File: config.mk
export PLATFORM = sky130hd
export DESIGN_NAME = ddpd_pipe_ctrl
export DESIGN_NICKNAME = d
export VERILOG_FILES = /design/src/sv/ddpd_pkg.sv /design/src/sv/ddpd_pipe_ctrl.sv
export SDC_FILE = /design/constraint.sdc
export NUM_CORES = 1
export LEC_CHECK = 0
export BUFFER_PORTS_ARGS = -buffer_cell sky130_fd_sc_hd__buf_2
export CORE_ASPECT_RATIO = 1.75
export CORE_MARGIN = 1
export CORE_UTILIZATION = 56
export CTS_CLUSTER_SIZE = 40
export DETAILED_ROUTE_END_ITERATION = 10
export PLACE_DENSITY = 0.93
export SETUP_SLACK_MARGIN = 0.15
export SLEW_MARGIN = 30
export SYNTH_ARGS = -nofsm -noshare
export SYNTH_HDL_FRONTEND = slang
export SYNTH_SLANG_ARGS = --single-unit
File: constraint.sdc
create_clock -name aclk -period 2.6 [get_ports aclk]
set_input_delay 0.39 -clock aclk [delete_from_list [all_inputs] [get_ports aclk]]
set_output_delay 0.39 -clock aclk [all_outputs]
set_load 0.005 [all_outputs]
File: src/sv/ddpd_pkg.sv
`timescale 1ns / 1ps
// ----------------------------------------------------------------------------
// ddpd_pkg
// Shared types and constants of the differential-drive base PD torque block.
// ----------------------------------------------------------------------------
package ddpd_pkg;

    // fixed-point constants, Q16.16 unless noted
    localparam logic [19:0] PI_Q16           = 20'd205887;
    localparam logic [19:0] TWO_PI_Q16       = 20'd411775;
    localparam logic [29:0] TURN_PER_RAD_Q32 = 30'd683565276;
    localparam logic [29:0] CORDIC_GAIN_Q30  = 30'd652032874;
    localparam int          CORDIC_STEPS     = 30;

    // pipeline stage map
    localparam int ST_IN     = 0;
    localparam int ST_ANGLE  = 1;
    localparam int ST_QUANT  = 2;
    localparam int ST_ITER0  = 3;
    localparam int ST_MAP    = ST_ITER0 + CORDIC_STEPS;
    localparam int ST_PROJ   = ST_MAP + 1;
    localparam int ST_ERR    = ST_PROJ + 1;
    localparam int ST_GAIN   = ST_ERR + 1;
    localparam int ST_LAW    = ST_GAIN + 1;
    localparam int ST_MIX    = ST_LAW + 1;
    localparam int ST_OUT    = ST_MIX + 1;
    localparam int NUM_STAGES = ST_OUT + 1;

    // configuration register indexes
    typedef enum logic [2:0] {
        REG_KP_TRANSLATE         = 3'd0,
        REG_KD_TRANSLATE         = 3'd1,
        REG_PASSIVE_KD_TRANSLATE = 3'd2,
        REG_KP_ROTATE            = 3'd3,
        REG_KD_ROTATE            = 3'd4,
        REG_PASSIVE_KD_ROTATE    = 3'd5,
        REG_ACTUATE_ENABLE       = 3'd6,
        REG_HALF_INVERSE_AXLE    = 3'd7
    } cfg_index_t;

    // gain set seen by the control law
    typedef struct packed {
        logic [31:0] kp_translate;
        logic [31:0] kd_translate;
        logic [31:0] passive_kd_translate;
        logic [31:0] kp_rotate;
        logic [31:0] kd_rotate;
        logic [31:0] passive_kd_rotate;
        logic        actuate_enable;
        logic [31:0] half_inverse_axle;
    } cfg_t;

    // errors and velocities travelling beside the trig pipeline
    typedef struct packed {
        logic signed [32:0] err_x;
        logic signed [32:0] err_y;
        logic signed [31:0] speed_x;
        logic signed [31:0] speed_y;
        logic signed [31:0] turn_rate;
        logic signed [19:0] head_err;
    } side_t;

    // cordic arctangent table, binary angle units of 2^-32 turn
    function automatic logic [31:0] atan_turn(input int unsigned step);
        logic [31:0] val;
        unique case (step)
            0:  val = 32'd536870912;
            1:  val = 32'd316933406;
            2:  val = 32'd167458907;
            3:  val = 32'd85004756;
            4:  val = 32'd42667331;
            5:  val = 32'd21354465;
            6:  val = 32'd10679838;
            7:  val = 32'd5340245;
            8:  val = 32'd2670163;
            9:  val = 32'd1335087;
            10: val = 32'd667544;
            11: val = 32'd333772;
            12: val = 32'd166886;
            13: val = 32'd83443;
            14: val = 32'd41722;
            15: val = 32'd20861;
            16: val = 32'd10430;
            17: val = 32'd5215;
            18: val = 32'd2608;
            19: val = 32'd1304;
            20: val = 32'd652;
            21: val = 32'd326;
            22: val = 32'd163;
            23: val = 32'd81;
            24: val = 32'd41;
            25: val = 32'd20;
            26: val = 32'd10;
            27: val = 32'd5;
            28: val = 32'd3;
            29: val = 32'd1;
            default: val = 32'd0;
        endcase
        return val;
    endfunction

endpackage

File: src/sv/ddpd_pipe_ctrl.sv
`timescale 1ns / 1ps
// ----------------------------------------------------------------------------
// ddpd_pipe_ctrl
// Valid bits and load enables of the pipeline; empty stages close up.
// ----------------------------------------------------------------------------
module ddpd_pipe_ctrl (
    input  logic                               aclk,
    input  logic                               aresetn,
    input  logic                               in_valid,
    output logic                               in_ready,
    output logic                               out_valid,
    input  logic                               out_ready,
    output logic [ddpd_pkg::NUM_STAGES-1:0]    stage_en
);

    localparam int N = ddpd_pkg::NUM_STAGES;

    logic [N-1:0] valid_reg;

    // a stage loads when empty or when its successor loads
    assign stage_en[N-1] = !valid_reg[N-1] || out_ready;
    genvar gi;
    generate
        for (gi = 0; gi < N - 1; gi++) begin : g_en
            assign stage_en[gi] = !valid_reg[gi] || stage_en[gi+1];
        end
    endgenerate

    // valid bits move with the data
    always_ff @(posedge aclk) begin
        if (!aresetn) begin
            valid_reg <= '0;
        end else begin
            if (stage_en[0]) begin
                valid_reg[0] <= in_valid;
            end
            for (int i = 1; i < N; i++) begin
                if (stage_en[i]) begin
                    valid_reg[i] <= valid_reg[i-1];
                end
            end
        end
    end

    assign in_ready  = stage_en[0];
    assign out_valid = valid_reg[N-1];

    // a waiting result is held
    a_out_hold: assert property (@(posedge aclk) disable iff (!aresetn)
        valid_reg[N-1] && !out_ready |=> valid_reg[N-1])
        else $error("result dropped while stalled");

    // an empty first stage always takes an item
    a_in_free: assert property (@(posedge aclk) disable iff (!aresetn)
        !valid_reg[0] |-> in_ready)
        else $error("input blocked with empty first stage");

    // a full stalled pipeline accepts nothing
    a_full_stall: assert property (@(posedge aclk) disable iff (!aresetn)
        (&valid_reg) && !out_ready |-> !in_ready)
        else $error("item accepted into full pipeline");

endmodule

==> Word level (Yosys, flattened, before mapping) <==
Index checks and enable logic that the tools add are counted.
{ "op_classes": {"reduce_logical": 80} }
{ "op_table": {"columns": ["operator", "count"], "rows": [
  ["1-bit zero test", 40],
  ["1-bit logical OR", 40]
]} }
{ "word_totals": {"ff_bits": 40, "input_bits": 4, "out_inout_bits": 42, "elab_cells": 120} }

==> Logic depth before layout (Yosys ltp) <==
Gate-level depths: netlist of the first run.
{ "logic_depth": {"depth_word": 41, "depth_mapped": 6, "ltp_nobuf": 5} }

==> Least setup slack after synthesis of the first run <==
No wires, ideal clock.
{ "synth_path": {"path_type": "input -> output", "from": "in out_ready", "to": "out stage_en[21] (netlist bit)", "arrival_ns": 1.503, "required_ns": 2.210, "setup_slack_ns": 0.707, "cell_stages": 5, "path_buffers": 1, "cell_sequence": "nand4b_2 > nor4_4 > and2_1 > buf_6 > nand4_1"} }
{ "synth_between": {"elab_chain_len": 19} }
{ "synth_rtl": {"columns": ["element", "line", "rtl"], "rows": [
  ["start: declaration", "ddpd_pipe_ctrl.sv:12", "input logic out_ready,"],
  ["1-bit logical OR", "ddpd_pipe_ctrl.sv:21", "assign stage_en[N-1] = !valid_reg[N-1] || out_ready;"],
  ["1-bit logical OR (18 in a row)", "ddpd_pipe_ctrl.sv:25", "assign stage_en[gi] = !valid_reg[gi] || stage_en[gi+1];"],
  ["end: declaration", "ddpd_pipe_ctrl.sv:13", "output logic [ddpd_pkg::NUM_STAGES-1:0] stage_en"]
]} }
Every way passes these cells.

==> Worst setup path in the final report of the first run <==
{ "layout_path": {"from": "reg valid_reg[31]", "to": "out stage_en[0] (netlist bit)"} }
{ "layout_between": {"elab_chain_len": 33} }
{ "layout_rtl": {"columns": ["element", "line", "rtl"], "rows": [
  ["start: declaration", "ddpd_pipe_ctrl.sv:18", "logic [N-1:0] valid_reg;"],
  ["start signal: indexed assignment", "ddpd_pipe_ctrl.sv:39", "valid_reg[i] <= valid_reg[i-1];"],
  ["1-bit zero test", "ddpd_pipe_ctrl.sv:25", null],
  ["1-bit logical OR (32 in a row)", "ddpd_pipe_ctrl.sv:25", null]
]} }
Every way passes these cells.

==> results.ini, run 1 <==
[place]
dp_hpwl_microns = 2870
port-buffer-count = 45
globalplace.congestion = 0.801

[die]
start_util = 0.605
ios = 46
die_y_microns = 79.9
dieArea_sq_mm = 0.00371
fp.dieW_microns = 46.5
rows = 27
coreArea_sq_mm = 0.00321

[worst_setup_path]
worstSetupStartpointType = register
worst-r2r-cell-count = 4
critical_path.max_fanout = 14
end_kind = primary output
worst-setup-path-type = reg2out
cp.arrival_ps = 1920
worstPathRequired_ps = 2210

[synth]
synth_area_sq_mm = 0.00194
synth-seq-cells = 40
synth.area.top_cells = dfxtp_1, nand2_1, nand3_1
synth_top_cell_area_share = 0.413
seq_area_frac_synth = 0.413
synth-main-ff-cell = dfxtp_1
synth.most_common_cell = dfxtp_1
yosysTopAreaCell = dfxtp_1
ys_async_sr_fraction = 0
syn_inst = 217
synth_cell_types = 42
synth_nets = 221
yosys-top-cells-count = dfxtp_1, nand2_1, nand3_1
synth_warnings = 0
synth_edf_count = 0
avgSynthCellArea_sq_um = 8.94

[final_layout]
largest_register_ffs = 40
n_antenna_cell = 0
layout-drive-gt1-share = 0.290
syn_to_final_growth_pct = 15.7
nets = 262

[power_and_ir_drop]
power.density_mw_per_mm2 = 468
total_power_mw = 1.05
peakVddDrop_v = 0.000520
p_leak_nw = 0.792

[sta]
hold_violations = 0
skew_ps = 3.98
slew_headroom = 0.492
finalSetupViolCount = 0
drv_slew = 0
period_share = 0.890
clock.fmax_mhz = 432
timing.setup.tns_ps = 0
worst_pin_slew_ps = 763
period_minus_slack_ps = 2310
rsz0062_at_grt = false

[grt]
grt_pass1_wl_microns = 6120
antenna_found_initial = 0
grt_start_max_net_pins = 53
grt_pass1_vias = 1483
grtUsageTotal = 0.226
overflow = 0

[cts]
post_cts.repair.setup_buffers = 0
root_buffer = clkbuf_8
cts_htree_levels = 2
numCtsBuffers = 5
hold_buffers = 0
clock_path_buffers = 2
clock-sinks = 40
cts_resized = 1
worstSkewPairLatency_ps = 290
clkTransAtPathRegs_ps = 70
cts_tree = done

[min_path]
whs_path_depth = 3
hold_path.class = in2reg

[route]
antenna_left = 0
vias_per_cell = 5.52
drt_wl_total_microns = 3810
drt-initial-drc-count = 21
drt_pass1_iterations = 4
routedWlPerCell_microns = 12.6
drc = 0
vias = 1667

[job]
cap_violations = 0

[status]
status = finished clean

path summary, 6_finish.rpt:
path                   endpoint  slack, ps           from
hold reg to reg    valid_reg[3]        460   valid_reg[2]
setup reg to reg  valid_reg[10]        920  valid_reg[23]
hold / removal     valid_reg[0]        300       in_valid
setup / recovery    stage_en[0]        290  valid_reg[31]
cells in the final DEF, fill, tap and decap left out, drive strengths merged, types with 7 or more instances in the layout:
cell type,Yosys,final
buf,6,47
dfxtp,40,40
nand2,31,31
nand3,20,20
inv,20,20
nand4,15,15
o21a,10,10
a21boi,10,10
clkbuf,7,8
o21ai,7,7
nor2b,7,7
kinds of logic after synthesis:
family | count (synthesis) | synth area share
AO/OA/AOI/OAI | 40 | 0.150
flip-flops | 40 | 0.413
buffers and inverters | 34 | 0.0896
AND/OR/NAND/NOR | 103 | 0.348
layout make-up:
class	count	area [sq um]
sequential	40	801
tap	43	53.8
timing repair buffer	47	240
fill	264	963
multi-input combinational	143	977
inverter	21	83.8
clock buffer	8	90.1
critical path, cell delays in order (launching register included):
cell     delay, ps
dfxtp_1        390
nand4_2        240
nor4_4         360
and4_4         370
nand4_1        130
buf_2          150
routing by layer:
metal  share of wire  vias up  track usage
li1                -      852            -
met1            0.39      774        0.215
met2            0.56       34        0.414
met3           0.033        7       0.0611
met4           0.019        0        0.103
met5               0        -            0
where the power goes:
part | internal (mW) | leakage [nW] | switching (mW) | total, mW
Sequential | 0.615 | 0.323 | 0.00207 | 0.617
Clock | 0.216 | 0.0455 | 0.199 | 0.415
Combinational | 0.00747 | 0.424 | 0.0117 | 0.0192
through the flow:
| step | util | setup WS [ps] | cell area (sq um) | std cells | hold slack (ps) |
|---|---|---|---|---|---|
| final | 0.700 | 286 | 2250 | 302 | 300 |
| after global routing | 0.700 | 132 | 2250 | 302 | 334 |
| after CTS | 0.697 | 195 | 2240 | 302 | 300 |
| after detailed placement | 0.668 | 360 | 2140 | 294 | 445 |
| after global placement | 0.668 | 407 | 2140 | 294 | 435 |
| after floorplan | - | 707 | 1940 | 217 | 418 |
No activity file was read; power rests on OpenSTA's default activity.
==> run 2: changes to the inputs <==
MAX_ROUTING_LAYER = met4   (was not set)
SETUP_SLACK_MARGIN = 0.02   (was 0.15)
==> run 2 against run 1 <==
Effect of this change:
- die area unchanged
- sequential power about the same
- cell count unchanged
- hold slack about the same
- critical path depth unchanged
- worst setup slack better by 13 ps
- maximum frequency up 0.58%
- sequential share of layout area up 0.14 points
- utilization down 0.27 points
- combinational power about the same
==> results.ini, run 2 (synthesis results as in run 1) <==
[power_and_ir_drop]
peakVddDrop_v = 0.000520
p_leak_nw = 0.775
power.density_mw_per_mm2 = 470

[die]
start_util = 0.605
dieArea_sq_mm = 0.00371
ios = 46
die_y_microns = 79.9
fp.dieW_microns = 46.5
coreArea_sq_mm = 0.00321
rows = 27

[place]
dp_cells = 294
dp_hpwl_microns = 2870
port-buffer-count = 45
globalplace.congestion = 0.813

[grt]
grt_pass1_wl_microns = 6100
grt_pass1_vias = 1474
antenna_found_initial = 0
grt_start_max_net_pins = 53
overflow = 0
grtUsageTotal = 0.231

[worst_setup_path]
worstPathRequired_ps = 2210
end_kind = primary output
worst-setup-path-type = reg2out
r2r-end = valid_reg[10]
worstSetupStartpointType = register
rr_startpoint = valid_reg[23]
critical_path.max_fanout = 14
cp.arrival_ps = 1910
rrSetupSlack_ps = 940
worst-r2r-cell-count = 4

[sta]
drv_slew = 0
period_minus_slack_ps = 2300
clock.fmax_mhz = 435
worst_pin_slew_ps = 755
period_share = 0.885
skew_ps = 4.53
timing.setup.tns_ps = 0
rsz0062_at_grt = false
hold_violations = 0
finalSetupViolCount = 0
slew_headroom = 0.496

[route]
vias = 1657
drt_pass1_iterations = 4
routedWlPerCell_microns = 12.4
drc = 0
drt-initial-drc-count = 24
vias_per_cell = 5.49
antenna_left = 0
drt_wl_total_microns = 3760

[final_layout]
n_antenna_cell = 0
layout-drive-gt1-share = 0.290
fillers = 268
final_cell_mix = buf_2, dfxtp_1, nand2_1
final_common_cell = buf_2
fin_cells = 302
largest_register_ffs = 40
nets = 262
syn_to_final_growth_pct = 15.3

[job]
cap_violations = 0

[min_path]
whs_path_depth = 3
hold_path.startpoint = in_valid
worstHoldEndpoint = valid_reg[0]
hold_path.class = in2reg

[status]
status = finished clean

[cts]
cts_htree_levels = 2
hold_buffers = 0
clkTransAtPathRegs_ps = 70
cts_tree = done
numCtsBuffers = 5
worstSkewPairLatency_ps = 290
clock-sinks = 40
clock_path_buffers = 2
root_buffer = clkbuf_8

run 2: layout make-up:
| type | count | area, sq um | share of cell area |
|---|---|---|---|
| tap | 43 | 53.8 | 0.0240 |
| sequential | 40 | 801 | 0.358 |
| clock buffer | 8 | 90.1 | 0.0403 |
| timing repair buffer | 47 | 240 | 0.107 |
| inverter | 21 | 83.8 | 0.0375 |
| multi-input combinational | 143 | 968 | 0.433 |
run 2: power by group:
group	internal [mW]	leakage [nW]	switching, mW	total [mW]
combinational	0.00746	0.407	0.0116	0.0191
sequential	0.615	0.323	0.00206	0.617
clock	0.216	0.0455	0.200	0.416
total	0.838	0.775	0.213	1.05
run 2: how the worst max path moves through the flow:
stage                  start           end  slack, ps  cells after the start
3_3_place_gp       out_ready   stage_en[0]        410                      6
6_report       valid_reg[32]   stage_en[0]        300                      5
2_1_floorplan      out_ready  stage_en[21]        710                      5
5_1_grt        valid_reg[19]   stage_en[0]        110                      5
4_1_cts        valid_reg[31]   stage_en[0]         60                      5
3_5_place_dp       out_ready   stage_en[0]        360                      6
run 2: stage by stage:
step                      utilization  total power, mW  worst slack (ps)  instance area (sq um)  hold WS [ps]
final                           0.697             1.05               300                   2240           300
after CTS                       0.696             1.06              59.7                   2230           300
after global placement          0.668            0.650               407                   2140           435
after global routing            0.697             1.09               109                   2240           334
after floorplan                     -            0.649               707                   1940           418
after detailed placement        0.668            0.651               360                   2140           445
run 2: layer usage:
layer,global-route usage,share of wire
met1,0.217,0.39
met2,0.411,0.56
met3,0.0611,0.032
met4,0.103,0.019
met5,-,0
run 2: critical path, cell delays in order (launching register included):
cell     delay [ps]
dfxtp_1         400
nand4_2         210
nor4_2          370
and4_4          370
nand4_1         130
buf_2           150
run 2: what timing repair did:
action                                 in CTS  in global routing
endpoints found under the hold margin       0                  0
setup endpoints to repair                   0                 13
gates resized for setup                     0                  2
setup buffers                               0                  0
